--- src/hw/rtl/kab_pkg.sv ---
// kab_pkg: widths, table geometry, shared types and helpers for the k-th
// ancestor core (binary lifting). No dependencies.
package kab_pkg;

   // Field widths are fixed by the interface.
   localparam int NUM_BITS   = 11;   // node numbers, k, node_count
   localparam int OP_BITS    = 2;

   // Table geometry.
   localparam int MAX_NODES  = 1024;
   localparam int LOG_LEVELS = 11;
   localparam int NODE_BITS  = (MAX_NODES > 1) ? $clog2(MAX_NODES) : 1;
   localparam int LEVEL_BITS = (LOG_LEVELS > 1) ? $clog2(LOG_LEVELS) : 1;
   localparam int ADDR_BITS  = LEVEL_BITS + NODE_BITS;
   // Address is {level, node-1}; the top level only needs MAX_NODES rows.
   localparam int MEM_DEPTH  = (LOG_LEVELS - 1) * (1 << NODE_BITS) + MAX_NODES;

   localparam logic [LEVEL_BITS-1:0] LAST_LEVEL = LEVEL_BITS'(LOG_LEVELS - 1);
   localparam logic [NUM_BITS-1:0]   MAX_NODE_NUM = NUM_BITS'(MAX_NODES);

   // Operation codes.
   typedef enum logic [OP_BITS-1:0] {
      OP_LOAD  = 2'd0,
      OP_BUILD = 2'd1,
      OP_QUERY = 2'd2,
      OP_NONE  = 2'd3
   } op_type;

   // Table port request: one write and one read port.
   typedef struct packed {
      logic                  wr_en;
      logic [ADDR_BITS-1:0]  wr_addr;
      logic [NUM_BITS-1:0]   wr_data;
      logic                  rd_en;
      logic [ADDR_BITS-1:0]  rd_addr;
   } mem_req_type;

   // Finished query result handed to the output stage.
   typedef struct packed {
      logic                  valid;
      logic [NUM_BITS-1:0]   ancestor;
      logic                  found;
   } res_type;

   function automatic logic [ADDR_BITS-1:0] entry_addr(
      input logic [LEVEL_BITS-1:0] level,
      input logic [NUM_BITS-1:0]   node
   );
      logic [NUM_BITS-1:0] idx;
      idx = node - NUM_BITS'(1);
      return {level, idx[NODE_BITS-1:0]};
   endfunction

   function automatic logic is_node(
      input logic [NUM_BITS-1:0] v,
      input logic [NUM_BITS-1:0] live
   );
      return (v != '0) && (v <= live);
   endfunction

endpackage

--- src/hw/rtl/kab_engine.sv ---
// kab_engine: sequencer for load, build and query words over the jump table.
// Depends on kab_pkg; drives kab_jump_mem through mem_req_type.
module kab_engine
   import kab_pkg::*;
(
   input  logic                 clock,
   input  logic                 reset,
   input  logic                 req_valid,
   output logic                 req_ready,
   input  logic [OP_BITS-1:0]   req_op,
   input  logic [NUM_BITS-1:0]  req_node,
   input  logic [NUM_BITS-1:0]  req_value,
   input  logic [NUM_BITS-1:0]  node_count,
   input  logic                 res_free,
   output res_type              res,
   output mem_req_type          mem_req,
   input  logic [NUM_BITS-1:0]  mem_rd_data
);

   typedef enum logic [7:0] {
      S_IDLE   = 8'b0000_0001,
      S_ROOT   = 8'b0000_0010,
      S_B_RD1  = 8'b0000_0100,
      S_B_RD2  = 8'b0000_1000,
      S_B_WR   = 8'b0001_0000,
      S_Q_SCAN = 8'b0010_0000,
      S_Q_WAIT = 8'b0100_0000,
      S_Q_DONE = 8'b1000_0000
   } state_type;

   state_type              state_ff, state_in;
   logic [LEVEL_BITS-1:0]  lv_ff, lv_in;       // build level / query level
   logic [NUM_BITS-1:0]    bnode_ff, bnode_in; // build node
   logic [NUM_BITS-1:0]    cur_ff, cur_in;     // query position
   logic [NUM_BITS-1:0]    k_ff, k_in;         // remaining k, shifted down

   logic [NUM_BITS-1:0]    live;
   logic [NUM_BITS-1:0]    rd_node;
   logic                   accept;

   assign live    = (node_count > MAX_NODE_NUM) ? MAX_NODE_NUM : node_count;
   assign rd_node = is_node(mem_rd_data, live) ? mem_rd_data : '0;
   assign req_ready = (state_ff == S_IDLE);
   assign accept    = req_valid && req_ready;

   always_comb begin
      state_in = state_ff;
      lv_in    = lv_ff;
      bnode_in = bnode_ff;
      cur_in   = cur_ff;
      k_in     = k_ff;
      mem_req  = '0;
      res      = '0;

      unique case (state_ff) inside
         S_IDLE: begin
            if (accept) begin
               unique case (op_type'(req_op))
                  OP_LOAD: begin
                     if (is_node(req_node, live)) begin
                        mem_req.wr_en   = 1'b1;
                        mem_req.wr_addr = entry_addr('0, req_node);
                        mem_req.wr_data = (req_node != NUM_BITS'(1)
                                           && is_node(req_value, live))
                                          ? req_value : '0;
                     end
                  end
                  OP_BUILD: begin
                     lv_in    = '0;
                     state_in = S_ROOT;
                  end
                  OP_QUERY: begin
                     cur_in = (is_node(req_node, live)
                               && ((req_value >> LOG_LEVELS) == '0))
                              ? req_node : '0;
                     k_in     = req_value;
                     lv_in    = '0;
                     state_in = S_Q_SCAN;
                  end
                  default: ;
               endcase
            end
         end

         // Root row: every level is none.
         S_ROOT: begin
            mem_req.wr_en   = 1'b1;
            mem_req.wr_addr = entry_addr(lv_ff, NUM_BITS'(1));
            mem_req.wr_data = '0;
            if (lv_ff == LAST_LEVEL) begin
               if ((LOG_LEVELS > 1) && (live >= NUM_BITS'(2))) begin
                  lv_in    = LEVEL_BITS'(1);
                  bnode_in = NUM_BITS'(2);
                  state_in = S_B_RD1;
               end else begin
                  lv_in    = '0;
                  state_in = S_IDLE;
               end
            end else begin
               lv_in = lv_ff + LEVEL_BITS'(1);
            end
         end

         S_B_RD1: begin
            mem_req.rd_en   = 1'b1;
            mem_req.rd_addr = entry_addr(lv_ff - LEVEL_BITS'(1), bnode_ff);
            state_in        = S_B_RD2;
         end

         // mid known: chase it, or store none when the chain ended; after the chase, store the result.
         S_B_RD2, S_B_WR: begin
            if ((state_ff == S_B_RD2) && (rd_node != '0)) begin
               mem_req.rd_en   = 1'b1;
               mem_req.rd_addr = entry_addr(lv_ff - LEVEL_BITS'(1), rd_node);
               state_in        = S_B_WR;
            end else begin
               mem_req.wr_en   = 1'b1;
               mem_req.wr_addr = entry_addr(lv_ff, bnode_ff);
               mem_req.wr_data = (state_ff == S_B_WR) ? rd_node : '0;
               if (bnode_ff < live) begin
                  bnode_in = bnode_ff + NUM_BITS'(1);
                  state_in = S_B_RD1;
               end else if (lv_ff == LAST_LEVEL) begin
                  lv_in    = '0;
                  bnode_in = '0;
                  state_in = S_IDLE;
               end else begin
                  lv_in    = lv_ff + LEVEL_BITS'(1);
                  bnode_in = NUM_BITS'(2);
                  state_in = S_B_RD1;
               end
            end
         end

         S_Q_SCAN: begin
            if ((cur_ff == '0) || (k_ff == '0)) begin
               state_in = S_Q_DONE;
            end else if (k_ff[0]) begin
               mem_req.rd_en   = 1'b1;
               mem_req.rd_addr = entry_addr(lv_ff, cur_ff);
               state_in        = S_Q_WAIT;
            end else begin
               k_in  = k_ff >> 1;
               lv_in = lv_ff + LEVEL_BITS'(1);
            end
         end

         S_Q_WAIT: begin
            cur_in   = rd_node;
            k_in     = k_ff >> 1;
            lv_in    = (k_ff == NUM_BITS'(1)) ? lv_ff : lv_ff + LEVEL_BITS'(1);
            state_in = S_Q_SCAN;
         end

         S_Q_DONE: begin
            if (res_free) begin
               res.valid    = 1'b1;
               res.ancestor = cur_ff;
               res.found    = (cur_ff != '0);
               lv_in        = '0;
               state_in     = S_IDLE;
            end
         end

         default: state_in = S_IDLE;
      endcase
   end

   always_ff @(posedge clock) begin
      if (reset) begin
         state_ff <= S_IDLE;
         lv_ff    <= '0;
         bnode_ff <= '0;
      end else begin
         state_ff <= state_in;
         lv_ff    <= lv_in;
         bnode_ff <= bnode_in;
      end
   end

   always_ff @(posedge clock) begin
      cur_ff <= cur_in;
      k_ff   <= k_in;
   end

`ifndef NO_ASSERTIONS
   // Single table port schedule: never read and write in one cycle.
   a_no_rw_overlap: assert property (@(posedge clock) disable iff (reset)
      !(mem_req.wr_en && mem_req.rd_en))
      else $error("table read and write in the same cycle");

   // Wait states consume data from a read issued just before.
   a_wait_has_read: assert property (@(posedge clock) disable iff (reset)
      (state_ff == S_Q_WAIT || state_ff == S_B_RD2 || state_ff == S_B_WR)
      |-> $past(mem_req.rd_en))
      else $error("table data used without a preceding read");

   // A result leaves only with room downstream.
   a_res_room: assert property (@(posedge clock) disable iff (reset)
      res.valid |-> (res_free && state_ff == S_Q_DONE))
      else $error("result issued without output room");
`endif

endmodule

--- config.mk ---
export PLATFORM = sky130hd
export DESIGN_NAME = kab_engine
export DESIGN_NICKNAME = d
export VERILOG_FILES = /design/src/hw/rtl/kab_pkg.sv /design/src/hw/rtl/kab_engine.sv
export SDC_FILE = /design/constraint.sdc
export NUM_CORES = 1
export LEC_CHECK = 0
export ABC_AREA = 1
export BUFFER_PORTS_ARGS = -buffer_cell sky130_fd_sc_hd__buf_2
export CAP_MARGIN = 10
export CORE_ASPECT_RATIO = 0.7
export CORE_MARGIN = 4
export CORE_UTILIZATION = 45
export CTS_BUF_LIST = sky130_fd_sc_hd__clkbuf_16
export CTS_CLUSTER_DIAMETER = 100
export CTS_CLUSTER_SIZE = 8
export DETAILED_ROUTE_END_ITERATION = 7
export PLACE_DENSITY_LB_ADDON = 0.25
export SLEW_MARGIN = 30
export SYNTH_ARGS = -nofsm -noshare
export SYNTH_HDL_FRONTEND = slang
export SYNTH_SLANG_ARGS = --single-unit
--- constraint.sdc ---
create_clock -name clock -period 4.11 [get_ports clock]
set_input_delay 0.411 -clock clock [delete_from_list [all_inputs] [get_ports clock]]
set_output_delay 0.411 -clock clock [all_outputs]
set_load 0.02 [all_outputs]
---- Word level (Yosys, flattened, before mapping) ----
Cells that the tools add are included.
word-level totals
  input port bits ......................... 50
  register bits ........................... 45
  output and inout bits ................... 55
  logic and storage cells ................. 125
cells by class
  equality and inequality tests ........... 26
  reductions and logical operators ........ 27
  mux-type cells .......................... 53
  $add $sub $neg .......................... 7
  magnitude comparators ................... 6
operators by type and width
  cell                     count
  $mux W11                 15
  $mux W26                 4
  $pmux W26 S3             1
  $pmux W8 S7              1
  $reduce_bool A11 Y1      5
  $mux W15                 3
  $pmux W15 S3             1
  $pmux W11 S2             2
  $mux W4                  10
  $mux W8                  5
  $sub A10 B1 Y10 const B  4
  $le A11 B11 Y1           3
  $pmux W11 S3             1
  $mux W13                 2
  $pmux W4 S6              1
  $logic_not A11 Y1        2
  $pmux W8 S2              1
  $ne A2 B2 Y1 const B     7
  $add A11 B1 Y11 const B  1
  $eq A11 B1 Y1 const B    1
  $ge A11 B2 Y1 const B    1
  $gt A11 B11 Y1 const B   1
  $lt A11 B11 Y1           1
  $ne A11 B1 Y1 const B    1
  other kinds (31)         45

---- Depth between registers and ports, before layout ----
  depth in word-level cells ............... 10
  depth in mapped cells ................... 26
  gate-level depth less buffers ........... 25

---- Worst setup path before layout ----
Ideal clock, no wire load.
  path kind ............................... input port to output port
  start point ............................. in node_count[2]
  end point ............................... out mem_req[8] (netlist name)
  buffers on the path ..................... 2
  data arrival time ....................... 3.214 ns
  stages on the path ...................... 22
  required time ........................... 3.699 ns
  slack ................................... 0.485 ns
  path through ............................ nor2_1 > nand3_1 > o21ai_1 > buf_4 > nand2_1 > ha_1 > nand2_1 > inv_2 > nand2_2 > nor2_2 > nand4_1 > nand2_2 > nand2_4 > nor2_1 > inv_1 > ha_1 > nand2_2 > nor2_4 > nand3_2 > nand2_4 > buf_6 > o21ai_0
RTL lines
  element      RTL line          text
  from (decl)  kab_engine.sv:13  input logic [NUM_BITS-1:0] node_count,
  to (decl)    kab_engine.sv:16  output mem_req_type mem_req,

==> impl.org <==
** GRT
- For this run the aggregate overflow at the end of global routing stands at 0.
- Entering global routing, the biggest net connects 26 pins.
- Via count of the first global-routing pass :: 4,684
- The first global-routing pass estimated 24,900 µm of wire.
- Overall fraction of global-route tracks in use :: 24.0%
- The number of antenna violations at the first check in global routing was 0.

** Floorplanning
- From bottom edge to top edge, the die measures 96.9 µm.
- Core box area :: 11,000 µm²
- For this configuration, the core starts out at a cell density of 46.2%.
- # IOs :: 105
- Site row count :: 32
- The die covers 13,100 µm².
- Die extent in x :: 135 µm

** Route
- Detailed router's first-iteration violation count :: 491
- Post-route antenna net violation count :: 0
- # DRC :: 0
- In the routed layout, each cell is associated on average with a via count of 5.30.
- Wires add up to 16,600 µm.
- Dividing the detail-routed wire length by the instance count gives 16.0 µm.
- The first TritonRoute pass finished after 5 iterations.
- Detailed routing inserted a total of 5,510 vias.

** Clocking
- Total number of H-tree levels :: 2
- TritonCTS created 5 clock buffers.
- Clock latency on the worst-skew pair :: 300 ps
- TritonCTS built the clock tree.
- Root buffer selected by CTS :: sky130_fd_sc_hd__clkbuf_16
- Clock transition at the registers of the reported paths :: 70 ps
- CTS sink cnt :: 45
- Maximum buffer depth of the clock tree :: 2

** Placement
- The count of buffers added on input and output ports is 104.
- Post-detailed-placement half-perimeter wirelength :: 13,800 µm
- Once placement finished, the instance area stood at 5820 µm².
- Including well taps, the total number of placed cells is 1,018.
- Final weighted congestion of routability-driven global placement :: 0.939

** Synth
- Of the total synthesized cell area, the portion taken by full adders, half adders and majority gates is 13.5%.
- Sequential-to-total area share from yosys stat :: 22.0%
- Synthesized Nets :: 866
- The synthesized netlist occupies a cell area of 5080 µm².
- Summing the areas of all compound-gate instances in the mapped netlist gives 13.3% of the synthesized area.
- Yosys warning count :: 0
- Cells after Synth :: 761
- Counting distinct cell types in the post-synthesis netlist gives 47.
- Avg Synthesized Cell Area :: 6.68 µm²
- After synthesis, the share of flip-flops with an asynchronous set or reset is 0%.
- Post-synthesis share of cell area spent on and, or, nand and nor gates :: 35.0%
- Mux share of post-synthesis cell area :: 0%
- Count of flip-flops with a built-in enable after synthesis :: 22
- Most common flop cell mapped by yosys :: sky130_fd_sc_hd__dfxtp_1
- After synthesis, the largest family of logic cells by area is simple AND/OR/NAND/NOR gates.
- Of the total synthesized cell area, the portion taken by XOR and XNOR cells is 6.55%.
- Counting flops and latches in the post-synthesis netlist gives 45.

** Worst setup path
- Type of element launching the critical path :: input pin
- The worst setup path is captured at an output pin.
- Critical path class :: input pin to output pin
- STA puts the critical path data required time at 3700 ps.
- Highest fanout seen on the critical path :: 7
- Arrival time at the worst endpoint :: 3460 ps

** STA
- The final number of max-transition violations was 0.
- For this run, the top clock speed supported by timing is 258 MHz.
- Pin slew with the least headroom to its limit :: 909 ps
- Final Critical Period :: 3870 ps
- Of the available clock period, the critical path in the final layout requires 94.2%.
- Minimum hold slack :: 445 ps
- Endpoints failing hold :: 0
- Setup violations remaining at the end of the flow were counted as 0.
- Skew final :: 10.1 ps
- Max_slew headroom :: 38.7%

** Power
- Overall power of the completed layout :: 0.00201 W
- Worst vdd rail ir drop :: 0.000185 V
- Summed over all cells, the static leakage comes to 3.01 nW.
- In this run the power density over the cells is 329 nW/µm².

** Cells and area
- The post-route netlist has 21.6% of its cells at a drive strength greater than 1.
- Number of filler instances in the final layout :: 1,076
- Number of cells in the finished layout apart from fillers :: 1,039
- Post-Layout Inst Area :: 6120 µm²
- The number of antenna diodes in the final layout is 0.
- The area growth from synthesis to layout is 20.3%.
- In the final design database the tool counted 990 nets.

** Flow run
- Max_cap viols :: 0

** Hold path
- The tightest min-delay check is of the input pin to flip-flop type.

** Run status
- Result of the run :: finished, final reports clean
[metal layers]
metal	routed length (µm)	part of all wire (%)	vias up	GRT usage (%)
li1	-	-	2778	-
met2	6820	41	240	33.7
met5	0	0	-	0
met3	1480	8.9	25	5.25
met1	8080	49	2467	36.8
met4	256	1.5	0	5.96
[synthesized netlist by cell type (2+ instances only)]
| cell type | count | area (µm²) |
|---|---|---|
| sky130_fd_sc_hd__nand3_2 | 6 | 60.1 |
| sky130_fd_sc_hd__a21oi_1 | 27 | 135 |
| sky130_fd_sc_hd__nor2_4 | 5 | 56.3 |
| sky130_fd_sc_hd__o21ai_1 | 13 | 65.1 |
| sky130_fd_sc_hd__nand4_1 | 13 | 81.3 |
| sky130_fd_sc_hd__nand2_4 | 3 | 33.8 |
| sky130_fd_sc_hd__inv_2 | 9 | 33.8 |
| sky130_fd_sc_hd__o21ai_0 | 52 | 260 |
| sky130_fd_sc_hd__a22oi_1 | 2 | 15.0 |
| sky130_fd_sc_hd__inv_1 | 98 | 368 |
| sky130_fd_sc_hd__nor4_1 | 5 | 31.3 |
| sky130_fd_sc_hd__edfxtp_1 | 22 | 661 |
| sky130_fd_sc_hd__dfxtp_1 | 23 | 460 |
| sky130_fd_sc_hd__xor2_1 | 29 | 254 |
| sky130_fd_sc_hd__o211ai_1 | 5 | 37.5 |
| sky130_fd_sc_hd__nand2_1 | 153 | 574 |
| sky130_fd_sc_hd__buf_2 | 2 | 10.0 |
| sky130_fd_sc_hd__nor2_2 | 8 | 50.1 |
| sky130_fd_sc_hd__clkinv_1 | 3 | 11.3 |
| sky130_fd_sc_hd__xnor2_1 | 9 | 78.8 |
| sky130_fd_sc_hd__nor3_1 | 20 | 100 |
| sky130_fd_sc_hd__nand3_1 | 41 | 205 |
| sky130_fd_sc_hd__nand2_2 | 8 | 50.1 |
| sky130_fd_sc_hd__nor4_4 | 3 | 63.8 |
| sky130_fd_sc_hd__buf_6 | 2 | 22.5 |
| sky130_fd_sc_hd__nand3b_1 | 4 | 30.0 |
| sky130_fd_sc_hd__o2111ai_1 | 2 | 17.5 |
| sky130_fd_sc_hd__ha_1 | 55 | 688 |
| sky130_fd_sc_hd__o221ai_1 | 4 | 35.0 |
| sky130_fd_sc_hd__o22ai_1 | 7 | 43.8 |
| sky130_fd_sc_hd__or2_1 | 2 | 12.5 |
| sky130_fd_sc_hd__clkbuf_1 | 7 | 26.3 |
| sky130_fd_sc_hd__nor2_1 | 105 | 394 |
[metrics by stage]
stage                     TNS [ps]  utilization (%)  worst slack [ps]
after floorplan                  0                -               485
after global placement           0             52.9               278
after detailed placement         0             52.9               181
after CTS                        0             54.3               159
after global routing          -238             55.6             -39.6
final                            0             55.6               237
[layout make-up]
cell class                      instances  area, µm²  area share [%]
Clock buffer                            5        125            2.04
Inverter                              111        419            6.85
Clock inverter                          3       28.8           0.470
Sequential cell                        45       1120            18.3
Multi-Input combinational cell        593       3520            57.6
Timing Repair Buffer                  129        711            11.6
Tap cell                              153        191            3.13
[state kept, by name (all words and copies together) (netlist names)]
| name | count |
|---|---|
| bnode_ff | 11 |
| cur_ff | 11 |
| k_ff | 11 |
| state_ff | 8 |
| lv_ff | 4 |
[report_power, final]
group,internal (W),total [W],switching (W)
clock,0.000234,0.000428,0.000194
combinational,0.000332,0.000967,0.000635
sequential,0.000540,0.000618,0.0000784
total,0.00111,0.00201,0.000907
[placed cells by master, fill, tap and decap left out, types with 26 or more instances in the layout]
master / Yosys / layout
sky130_fd_sc_hd__nand3_1: 41 / 41
sky130_fd_sc_hd__inv_1: 98 / 96
sky130_fd_sc_hd__xor2_1: 29 / 29
sky130_fd_sc_hd__a21oi_1: 27 / 27
sky130_fd_sc_hd__buf_2: 2 / 103
sky130_fd_sc_hd__nor2_1: 105 / 104
sky130_fd_sc_hd__buf_4: 1 / 26
sky130_fd_sc_hd__ha_1: 55 / 54
sky130_fd_sc_hd__o21ai_0: 52 / 52
sky130_fd_sc_hd__nand2_1: 153 / 152
[logic make-up (layout without fill, tap and decap cells)]
family,count (synthesis),in the layout
simple gates,380,381
buf+inv,124,248
compound gates,119,119
fa+ha+maj,55,55
flops,45,45
xor+xnor,38,38
[path summary, 6_finish.rpt]
check	slack, ps	depth (start not counted)	start	to
worst max-delay path	240	24	node_count[7]	mem_req[1]
worst min-delay path	450	3	req_value[9]	k_ff[9]
worst max register to register	1490	10	state_ff[0]	k_ff[10]
worst min register to register	560	2	bnode_ff[4]	bnode_ff[4]
[critical path, cell delays in order]
cell and delay (ps):
sky130_fd_sc_hd__buf_2 120, sky130_fd_sc_hd__nor2_1 90, sky130_fd_sc_hd__nand3_1 100, sky130_fd_sc_hd__o21ai_2 150, sky130_fd_sc_hd__buf_4 160, sky130_fd_sc_hd__nand2_1 80, sky130_fd_sc_hd__ha_1 300, sky130_fd_sc_hd__nand2_1 60
sky130_fd_sc_hd__inv_2 50, sky130_fd_sc_hd__nand2_2 50, sky130_fd_sc_hd__nor2_2 120, sky130_fd_sc_hd__nand4_1 140, sky130_fd_sc_hd__nand2_2 160, sky130_fd_sc_hd__nand2_4 90, sky130_fd_sc_hd__nor2_1 120, sky130_fd_sc_hd__inv_2 80
sky130_fd_sc_hd__ha_4 170, sky130_fd_sc_hd__nand2_2 90, sky130_fd_sc_hd__nor2_4 60, sky130_fd_sc_hd__nand3_4 90, sky130_fd_sc_hd__nand2_8 80, sky130_fd_sc_hd__buf_4 160, sky130_fd_sc_hd__o221ai_1 290, sky130_fd_sc_hd__buf_2 240
[repair_timing]
item                       in CTS  in global routing
hold buffers                    0                  0
resized for setup               0                 10
setup buffers                   0                 12
setup endpoints to repair       0                 40
No activity file was read; power rests on OpenSTA's default activity.
